### src/hw/rtl/assert_macros.svh
// assertion helpers, clocked on clk_i and disabled while rst_ni is low
`ifndef ASSERT_MACROS_SVH
`define ASSERT_MACROS_SVH

// same-cycle implication
`define FLQ_ASSERT_IMPL(lbl, ante, cons) \
  lbl: assert property (@(posedge clk_i) disable iff (!rst_ni) (ante) |-> (cons)) \
    else $error("assertion failed");

// next-cycle implication
`define FLQ_ASSERT_NEXT(lbl, ante, cons) \
  lbl: assert property (@(posedge clk_i) disable iff (!rst_ni) (ante) |=> (cons)) \
    else $error("assertion failed");

`endif

### src/hw/rtl/flq_pkg.sv
// ---------------------------------------------------------------------------
// flq_pkg
// Types and constants shared by the fixed latency load queue.
// ---------------------------------------------------------------------------
`default_nettype none

package flq_pkg;

  localparam int LATENCY_W  = 8;
  localparam int DCNT_W     = 4;
  localparam int TAG_W      = 16;
  localparam int DREG_W     = 8;
  localparam int DATA_W     = 64;
  localparam int CFG_IDX_W  = 2;
  localparam int CFG_DATA_W = 8;

  localparam int QUEUE_DEPTH_DEF = 16;

  localparam logic [LATENCY_W-1:0] LATENCY_RST  = 8'd4;
  localparam logic                 ATTACHED_RST = 1'b1;

  // configuration register indexes
  localparam logic [CFG_IDX_W-1:0] CFG_LATENCY  = 2'd0;
  localparam logic [CFG_IDX_W-1:0] CFG_ATTACHED = 2'd1;

  // request kinds
  localparam logic REQ_ISSUE = 1'b0;
  localparam logic REQ_TICK  = 1'b1;

  typedef struct packed {
    logic              req_type;
    logic              pipe_is_global;
    logic              is_memory_op;
    logic [DCNT_W-1:0] dest_count;
    logic [TAG_W-1:0]  instr_tag;
    logic [DREG_W-1:0] dest_reg;
    logic [DATA_W-1:0] load_data;
  } item_t;

  typedef struct packed {
    logic [LATENCY_W-1:0] lat;
    logic [TAG_W-1:0]     tag;
    logic [DREG_W-1:0]    dreg;
    logic [DATA_W-1:0]    data;
  } entry_t;

  localparam int ENTRY_W = $bits(entry_t);

  typedef struct packed {
    logic [LATENCY_W-1:0] eff_latency;
    logic                 attached;
  } cfg_t;

  typedef struct packed {
    logic                 valid;
    logic [LATENCY_W-1:0] issue_latency;
    logic                 queue_full;
    logic                 wb_valid;
    logic [DREG_W-1:0]    wb_reg;
    logic [DATA_W-1:0]    wb_data;
    logic [TAG_W-1:0]     done_tag;
  } res_t;

endpackage

`default_nettype wire

### src/hw/rtl/fixed_latency_load_queue.sv
// ---------------------------------------------------------------------------
// fixed_latency_load_queue
// Global load unit: queues issued loads and completes them on ticks.
// ---------------------------------------------------------------------------
// One request (issue or tick) is taken in every cycle in which start is high
// and busy is low; busy is high only in the first cycle after reset. Each
// request gives exactly one result word on the result ports, marked by done_o
// for one cycle; the receiver cannot stall, so results must be consumed when
// shown.
// A request passes the input register, one pass of queue logic and the result
// register, with the head entry read ahead from the entry RAM.
// No clearing pass is needed after reset.
`default_nettype none

module fixed_latency_load_queue
  import flq_pkg::*;
#(
  parameter int QUEUE_DEPTH = QUEUE_DEPTH_DEF
) (
  input  wire logic                  clk_i,
  input  wire logic                  rst_ni,
  input  wire logic                  start,
  output logic                       busy,
  input  wire logic                  req_type_i,
  input  wire logic                  pipe_is_global_i,
  input  wire logic                  is_memory_op_i,
  input  wire logic [DCNT_W-1:0]     dest_count_i,
  input  wire logic [TAG_W-1:0]      instr_tag_i,
  input  wire logic [DREG_W-1:0]     dest_reg_i,
  input  wire logic [DATA_W-1:0]     load_data_i,
  input  wire logic                  cfg_we_i,
  input  wire logic [CFG_IDX_W-1:0]  cfg_idx_i,
  input  wire logic [CFG_DATA_W-1:0] cfg_data_i,
  output logic                       done_o,
  output logic [LATENCY_W-1:0]       issue_latency_o,
  output logic                       queue_full_o,
  output logic                       wb_valid_o,
  output logic [DREG_W-1:0]          wb_reg_o,
  output logic [DATA_W-1:0]          wb_data_o,
  output logic [TAG_W-1:0]           done_tag_o
);

  logic  busy_q;
  logic  vld_q;
  item_t item_q;
  cfg_t  cfg;
  res_t  res;
  logic  take;

  assign busy = busy_q;
  assign take = start && !busy_q;

  always_ff @(posedge clk_i or negedge rst_ni) begin
    if (!rst_ni) begin
      busy_q <= 1'b1;
      vld_q  <= 1'b0;
    end else begin
      busy_q <= 1'b0;
      vld_q  <= take;
    end
  end

  always_ff @(posedge clk_i) begin
    if (take) begin
      item_q.req_type       <= req_type_i;
      item_q.pipe_is_global <= pipe_is_global_i;
      item_q.is_memory_op   <= is_memory_op_i;
      item_q.dest_count     <= dest_count_i;
      item_q.instr_tag      <= instr_tag_i;
      item_q.dest_reg       <= dest_reg_i;
      item_q.load_data      <= load_data_i;
    end
  end

  flq_cfg u_cfg (
    .clk_i      (clk_i),
    .rst_ni     (rst_ni),
    .cfg_we_i   (cfg_we_i),
    .cfg_idx_i  (cfg_idx_i),
    .cfg_data_i (cfg_data_i),
    .cfg_o      (cfg)
  );

  flq_core #(
    .QUEUE_DEPTH (QUEUE_DEPTH)
  ) u_core (
    .clk_i        (clk_i),
    .rst_ni       (rst_ni),
    .item_valid_i (vld_q),
    .item_i       (item_q),
    .cfg_i        (cfg),
    .res_o        (res)
  );

  assign done_o          = res.valid;
  assign issue_latency_o = res.issue_latency;
  assign queue_full_o    = res.queue_full;
  assign wb_valid_o      = res.wb_valid;
  assign wb_reg_o        = res.wb_reg;
  assign wb_data_o       = res.wb_data;
  assign done_tag_o      = res.done_tag;

`include "assert_macros.svh"

  `FLQ_ASSERT_NEXT(a_taken_word_gives_result, vld_q, done_o)
  `FLQ_ASSERT_NEXT(a_no_word_no_result, !vld_q, !done_o)
  `FLQ_ASSERT_IMPL(a_writeback_only_on_tick, done_o && wb_valid_o,
                   issue_latency_o == '0 && !queue_full_o)
  `FLQ_ASSERT_IMPL(a_full_has_no_latency, done_o && queue_full_o,
                   issue_latency_o == '0 && !wb_valid_o)

endmodule

`default_nettype wire

### src/hw/rtl/flq_ram.sv
// ---------------------------------------------------------------------------
// flq_ram
// Generic single write port, single read port RAM with registered read.
// ---------------------------------------------------------------------------
`default_nettype none

module flq_ram #(
  parameter int WIDTH = 8,
  parameter int DEPTH = 16,
  localparam int ADDR_W = (DEPTH > 1) ? $clog2(DEPTH) : 1
) (
  input  wire logic              clk_i,
  input  wire logic              we_i,
  input  wire logic [ADDR_W-1:0] waddr_i,
  input  wire logic [WIDTH-1:0]  wdata_i,
  input  wire logic [ADDR_W-1:0] raddr_i,
  output logic      [WIDTH-1:0]  rdata_o
);

  logic [WIDTH-1:0] mem [DEPTH];

  always_ff @(posedge clk_i) begin
    if (we_i) begin
      mem[waddr_i] <= wdata_i;
    end
    rdata_o <= mem[raddr_i];
  end

endmodule

`default_nettype wire

### src/hw/rtl/flq_cfg.sv
// ---------------------------------------------------------------------------
// flq_cfg
// Configuration registers: latency and attached flag.
// ---------------------------------------------------------------------------
`default_nettype none

module flq_cfg
  import flq_pkg::*;
(
  input  wire logic                  clk_i,
  input  wire logic                  rst_ni,
  input  wire logic                  cfg_we_i,
  input  wire logic [CFG_IDX_W-1:0]  cfg_idx_i,
  input  wire logic [CFG_DATA_W-1:0] cfg_data_i,
  output cfg_t                       cfg_o
);

  logic [LATENCY_W-1:0] latency_q;
  logic                 attached_q;

  always_ff @(posedge clk_i or negedge rst_ni) begin
    if (!rst_ni) begin
      latency_q  <= LATENCY_RST;
      attached_q <= ATTACHED_RST;
    end else if (cfg_we_i) begin
      unique case (cfg_idx_i)
        CFG_LATENCY:  latency_q  <= cfg_data_i[LATENCY_W-1:0];
        CFG_ATTACHED: attached_q <= cfg_data_i[0];
        default: ;
      endcase
    end
  end

  // a cleared latency register gives the smallest nonzero effective latency
  assign cfg_o.eff_latency = (latency_q == '0) ? LATENCY_W'(1) : latency_q;
  assign cfg_o.attached    = attached_q;

endmodule

`default_nettype wire

### src/hw/rtl/flq_core.sv
// ---------------------------------------------------------------------------
// flq_core
// Queue pointers, entry storage, head countdown and the result register.
// ---------------------------------------------------------------------------
`default_nettype none

module flq_core
  import flq_pkg::*;
#(
  parameter int QUEUE_DEPTH = QUEUE_DEPTH_DEF,
  localparam int PTR_W = (QUEUE_DEPTH > 1) ? $clog2(QUEUE_DEPTH) : 1,
  localparam int CNT_W = $clog2(QUEUE_DEPTH + 1)
) (
  input  wire logic clk_i,
  input  wire logic rst_ni,
  input  wire logic item_valid_i,
  input  item_t     item_i,
  input  cfg_t      cfg_i,
  output res_t      res_o
);

  logic [PTR_W-1:0]     head_q, head_d, tail_q, tail_d;
  logic [CNT_W-1:0]     count_q, count_d;
  logic [LATENCY_W-1:0] cnt_q, cnt_d;
  logic                 fresh_q, fresh_d;
  logic                 byp_q, byp_d;
  entry_t               byp_word_q;
  entry_t               wr_word;
  logic                 wr_en;
  logic [ENTRY_W-1:0]   rdata;
  entry_t               head_word;
  logic [LATENCY_W-1:0] cur_cnt, dec_cnt;
  logic                 issue_ok;
  res_t                 res_d;

  flq_ram #(
    .WIDTH (ENTRY_W),
    .DEPTH (QUEUE_DEPTH)
  ) u_ram (
    .clk_i   (clk_i),
    .we_i    (wr_en),
    .waddr_i (tail_q),
    .wdata_i (wr_word),
    .raddr_i (head_d),
    .rdata_o (rdata)
  );

  function automatic logic [PTR_W-1:0] ptr_inc(input logic [PTR_W-1:0] p);
    ptr_inc = (p == PTR_W'(QUEUE_DEPTH - 1)) ? '0 : p + PTR_W'(1);
  endfunction

  // a word written into an empty queue is its head before the ram read sees it
  assign head_word = byp_q ? byp_word_q : entry_t'(rdata);
  // fresh: head just changed, its countdown is still the stored one
  assign cur_cnt   = fresh_q ? head_word.lat : cnt_q;
  assign dec_cnt   = (cur_cnt == '0) ? '0 : cur_cnt - LATENCY_W'(1);
  assign issue_ok  = cfg_i.attached && item_i.pipe_is_global && item_i.is_memory_op &&
                     (item_i.dest_count != '0);

  assign wr_word.lat  = cfg_i.eff_latency;
  assign wr_word.tag  = item_i.instr_tag;
  assign wr_word.dreg = item_i.dest_reg;
  assign wr_word.data = item_i.load_data;

  always_comb begin
    head_d  = head_q;
    tail_d  = tail_q;
    count_d = count_q;
    cnt_d   = cnt_q;
    fresh_d = fresh_q;
    wr_en   = 1'b0;
    res_d   = '0;
    res_d.valid = item_valid_i;
    if (item_valid_i) begin
      if (item_i.req_type == REQ_ISSUE) begin
        if (issue_ok) begin
          if (count_q == CNT_W'(QUEUE_DEPTH)) begin
            res_d.queue_full = 1'b1;
          end else begin
            wr_en   = 1'b1;
            tail_d  = ptr_inc(tail_q);
            count_d = count_q + CNT_W'(1);
            res_d.issue_latency = cfg_i.eff_latency;
            if (count_q == '0) begin
              fresh_d = 1'b1;
            end
          end
        end
      end else if (count_q != '0) begin
        if (dec_cnt == '0) begin
          res_d.wb_valid = 1'b1;
          res_d.wb_reg   = head_word.dreg;
          res_d.wb_data  = head_word.data;
          res_d.done_tag = head_word.tag;
          head_d  = ptr_inc(head_q);
          count_d = count_q - CNT_W'(1);
          fresh_d = 1'b1;
        end else begin
          cnt_d   = dec_cnt;
          fresh_d = 1'b0;
        end
      end
    end
    byp_d = wr_en && (tail_q == head_d);
  end

  always_ff @(posedge clk_i or negedge rst_ni) begin
    if (!rst_ni) begin
      head_q  <= '0;
      tail_q  <= '0;
      count_q <= '0;
      cnt_q   <= '0;
      fresh_q <= 1'b0;
      byp_q   <= 1'b0;
      res_o   <= '0;
    end else begin
      head_q  <= head_d;
      tail_q  <= tail_d;
      count_q <= count_d;
      cnt_q   <= cnt_d;
      fresh_q <= fresh_d;
      byp_q   <= byp_d;
      res_o   <= res_d;
    end
  end

  always_ff @(posedge clk_i) begin
    byp_word_q <= wr_word;
  end

endmodule

`default_nettype wire
### config.mk
export PLATFORM = sky130hd
export DESIGN_NAME = fixed_latency_load_queue
export DESIGN_NICKNAME = d
export VERILOG_FILES = /design/src/hw/rtl/flq_pkg.sv /design/src/hw/rtl/fixed_latency_load_queue.sv /design/src/hw/rtl/flq_ram.sv /design/src/hw/rtl/flq_cfg.sv /design/src/hw/rtl/flq_core.sv
export VERILOG_INCLUDE_DIRS = /design/src /design/src/hw/rtl
export SDC_FILE = /design/constraint.sdc
export NUM_CORES = 1
export LEC_CHECK = 0
export BUFFER_PORTS_ARGS = -buffer_cell sky130_fd_sc_hd__buf_2
export CELL_PAD_IN_SITES_DETAIL_PLACEMENT = 1
export CELL_PAD_IN_SITES_GLOBAL_PLACEMENT = 2
export CORE_AREA = 4 4 396 398
export CTS_CLUSTER_DIAMETER = 200
export DETAILED_ROUTE_END_ITERATION = 10
export DIE_AREA = 0 0 400 402
export PLACE_DENSITY = 0.77
export SLEW_MARGIN = 20
export SYNTH_ARGS = -nofsm -noshare
export SYNTH_HDL_FRONTEND = slang
export SYNTH_SLANG_ARGS = --single-unit
### constraint.sdc
create_clock -name clk_i -period 9.4 [get_ports clk_i]
set_input_delay 1.88 -clock clk_i [delete_from_list [all_inputs] [get_ports clk_i]]
set_output_delay 1.88 -clock clk_i [all_outputs]
set_load 0.005 [all_outputs]
==> impl_metrics.py <==
metrics = {
    "status": {
        "outcome": "finished, final reports clean",
    },
    "die": {
        "initial_core_util_pct": 46.7,
        "boundaryPins": 209,
        "core_area_um2": 153000,
        "die_x_um": 400,
        "die_area_um2": 161000,
        "fp-row-count": 144,
        "die_h_um": 402,
    },
    "clock_network": {
        "post-cts-setup-buffers": 0,
        "cts-resized-gates": 0,
        "clk_pin_slew_ns": 0.06,
        "cts_max_level": 4,
        "cts_root_buf": "clkbuf_16",
        "clkLatencyLatePin_ns": 0.85,
        "cts_buffer_depth": 3,
        "cts_tree": "built",
        "ctsHoldBuffers": 0,
        "cts.sinks": 1956,
        "cts_inserted_buffers": 197,
    },
    "drt": {
        "dr.pass1.iters": 5,
        "routed_wl_um": 188000,
        "ant_nets": 0,
        "vias": 39500,
        "drtIter0Drc": 3255,
        "drc": 0,
        "wire_per_inst_um": 28.1,
        "viasPerCell": 5.90,
    },
    "yosys": {
        "yosys_warnings": 0,
        "synth-seq-area-share_pct": 78.5,
        "synth_seq_cells": 1956,
        "synthFlopType": "edfxtp_1",
        "synthArstFlopShare_pct": 6.80,
        "synthCells": 4270,
        "synth_area_um2": 71500,
        "synth_cell_types": 59,
        "synth_fp_nets": 4390,
        "syn_avg_cell_area_um2": 16.8,
        "synth_edf_count": 1631,
    },
    "global_routing": {
        "grt_max_degree": 170,
        "overflow": 0,
        "grt_pass1_wl_um": 277000,
        "groute.usage.overall_pct": 23.2,
        "antenna_found_initial": 3,
        "grt_pass1_vias": 41300,
    },
    "timing": {
        "fmax_ghz": 0.166,
        "fin_tns_setup_ns": 0,
        "relSlewSlack_pct": 22.3,
        "slew_violations": 0,
        "fin_crit_sh_pct": 64.2,
        "finalCriticalPeriod_ns": 6.04,
        "hold_viol": 0,
        "tightest_slew_ns": 1.17,
        "fin_skew_ns": 0.0719,
        "setup_viol": 0,
        "rsz0062_at_grt": "no",
    },
    "critical_path": {
        "worst_path_max_delay_cell": "dfrtp_4",
        "r2r_cells": 12,
        "start_kind": "register",
        "reg2reg_from": "u_core.byp_q",
        "required_ns": 10.10,
        "crit_fanout": 136,
        "crit_type": "register to register",
        "r2r_end": "u_core.u_ram.rdata_o[18]",
        "cp.arrival_ns": 6.74,
        "end_kind": "register",
        "path_cells": "mux2_2, mux2i_4, ha_1, a21oi_1, o211a_1, o21ai_2, a21o_4, inv_2, mux2_8, buf_4, a221oi_1, or4_1",
        "r2r_setup_slack_ns": 3.36,
        "max_stage_delay_ns": 0.95,
    },
    "power_and_ir_drop": {
        "ir_drop_mv": 0.171,
        "power_density_nw_per_um2": 230,
        "total_leakage_power_nw": 27.1,
    },
    "placement": {
        "portBuffers": 208,
        "dp_hpwl_um": 89700,
        "routabilityCongestion": 0.754,
    },
    "layout": {
        "layout-drive-gt1-share_pct": 13.8,
        "regArea_um2": 56200,
        "fillerInstances": 14000,
        "nets": 4581,
        "area_delta_synth_final_pct": 13.8,
        "multi_input_area_um2": 14200,
        "finish.utilization_pct": 53.1,
    },
    "min_path": {
        "holdCritStartpoint": "vld_q",
        "hold_end": "u_core.res_o[98]",
        "hold_path_class": "register to register",
        "min_path_cells": 0,
    },
    "job": {
        "drv_cap": 0,
    },
}
[worst max-delay path, delay by kind of cell, from the launching register on]
kind	cells	cell delay [ns]
multiplexers	3	1.56
AO/OA/AOI/OAI	5	1.41
flip-flops	1	0.95
buffers and inverters	2	0.90
AND/OR/NAND/NOR	1	0.60
adder cells (fa/ha/maj)	1	0.35
[registers in the layout, summed over array words and instances (netlist names)]
name,cells
u_core.u_ram.mem,1536
u_core.cnt_q,8
item_q,95
busy,1
u_cfg.latency_q,8
u_core.count_q,5
u_cfg.attached_q,1
u_core.res_o,99
u_core.u_ram.rdata_o,96
u_core.byp_q,1
u_core.fresh_q,1
u_core.head_q,4
vld_q,1
u_core.byp_word_q,96
u_core.tail_q,4
[placed cells by master (no fill, tap or decap), types with 7 or more instances in the layout]
cell,n
dfrtp_1,129
edfxtp_1,1631
a21o_1,7
mux2_2,16
nor3_1,9
bufinv_16,12
buf_2,207
ha_1,10
clkbuf_1,58
clkinv_1,21
xnor2_1,13
clkbuf_8,37
clkinv_2,31
or4_1,96
buf_4,57
clkbuf_16,200
nand3_1,8
dfxtp_1,192
a21oi_1,392
and2_1,11
inv_1,15
o21ai_0,8
buf_12,12
a221oi_1,383
nor2_1,106
nand2_1,397
nor2_4,12
mux2i_1,479
[cell families (layout without fill, tap and decap cells)]
group,after synthesis,in the layout,synth area share [%]
flip-flops,1956,1956,78.5
multiplexers,501,501,7.11
adder cells (fa/ha/maj),11,11,0.203
AO/OA/AOI/OAI,813,813,7.84
buffers and inverters,308,675,1.97
XOR/XNOR,14,14,0.182
other,1,3,0.00524
AND/OR/NAND/NOR,666,666,4.19
[cells in the mapped netlist (13+ instances only)]
cell type	number	area, um2
a221oi_1	383	3350
xnor2_1	13	114
nor3_1	13	65.1
dfxtp_1	192	3840
inv_1	15	56.3
buf_2	127	636
or4_1	96	721
a21oi_1	392	1960
nand2_1	398	1490
mux2_2	16	180
nor2_1	118	443
mux2i_1	479	4790
clkbuf_1	135	507
edfxtp_1	1631	49000
dfrtp_1	130	3250
[per-layer routing]
metal	share of wire, %	track usage (%)	vias to the layer above
met3	4.8	3.15	227
met5	0	0	-
met4	1.9	5.56	0
met2	50	38.6	1107
li1	-	-	17100
met1	43	32.6	21000
[power by group]
| group | switching, W | internal [W] | total (W) |
|---|---|---|---|
| combinational | 0.000701 | 0.000391 | 0.00109 |
| clock | 0.00332 | 0.00456 | 0.00788 |
| sequential | 0.000193 | 0.00957 | 0.00976 |
[cell type report]
cell class                 instances  share of cell area, %
antenna                            2                0.00615
clock buffer                     294                   7.03
clock inverter                    81                   1.11
inverter                          20                  0.101
multi-input combinational       2006                   17.4
sequential                      1956                   69.0
tap                             2044                   3.14
timing repair buffer             280                   2.21
[how the worst max path moves through the flow]
stage,start,endpoint,slack (ns),cells after the start
4_1_cts,u_core.byp_q,u_core.u_ram.rdata_o[18],3.32,12
3_3_place_gp,u_core.byp_q,u_core.u_ram.rdata_o[21],3.53,12
6_report,u_core.byp_q,u_core.u_ram.rdata_o[18],3.36,12
2_1_floorplan,u_cfg.attached_q,u_core.u_ram.mem[3][0],0.89,7
5_1_grt,u_core.byp_q,u_core.u_ram.rdata_o[18],3.00,12
3_5_place_dp,u_core.byp_q,u_core.u_ram.rdata_o[18],3.35,12
[through the flow]
step / setup WS, ns / instances / cell area (um2) / power, W / hold slack, ns
after global routing: 3.00 / 6681 / 81400 / 0.0194 / 0.466
after detailed placement: 3.35 / 6306 / 74800 / 0.0110 / 0.429
after CTS: 3.32 / 6681 / 81400 / 0.0189 / 0.447
after floorplan: 0.887 / 4270 / 71500 / 0.0107 / 0.394
final: 3.36 / 6683 / 81400 / 0.0187 / 0.444
after global placement: 3.53 / 6303 / 74700 / 0.0110 / 0.426
Note: power is estimated with default switching activity, not from simulation.
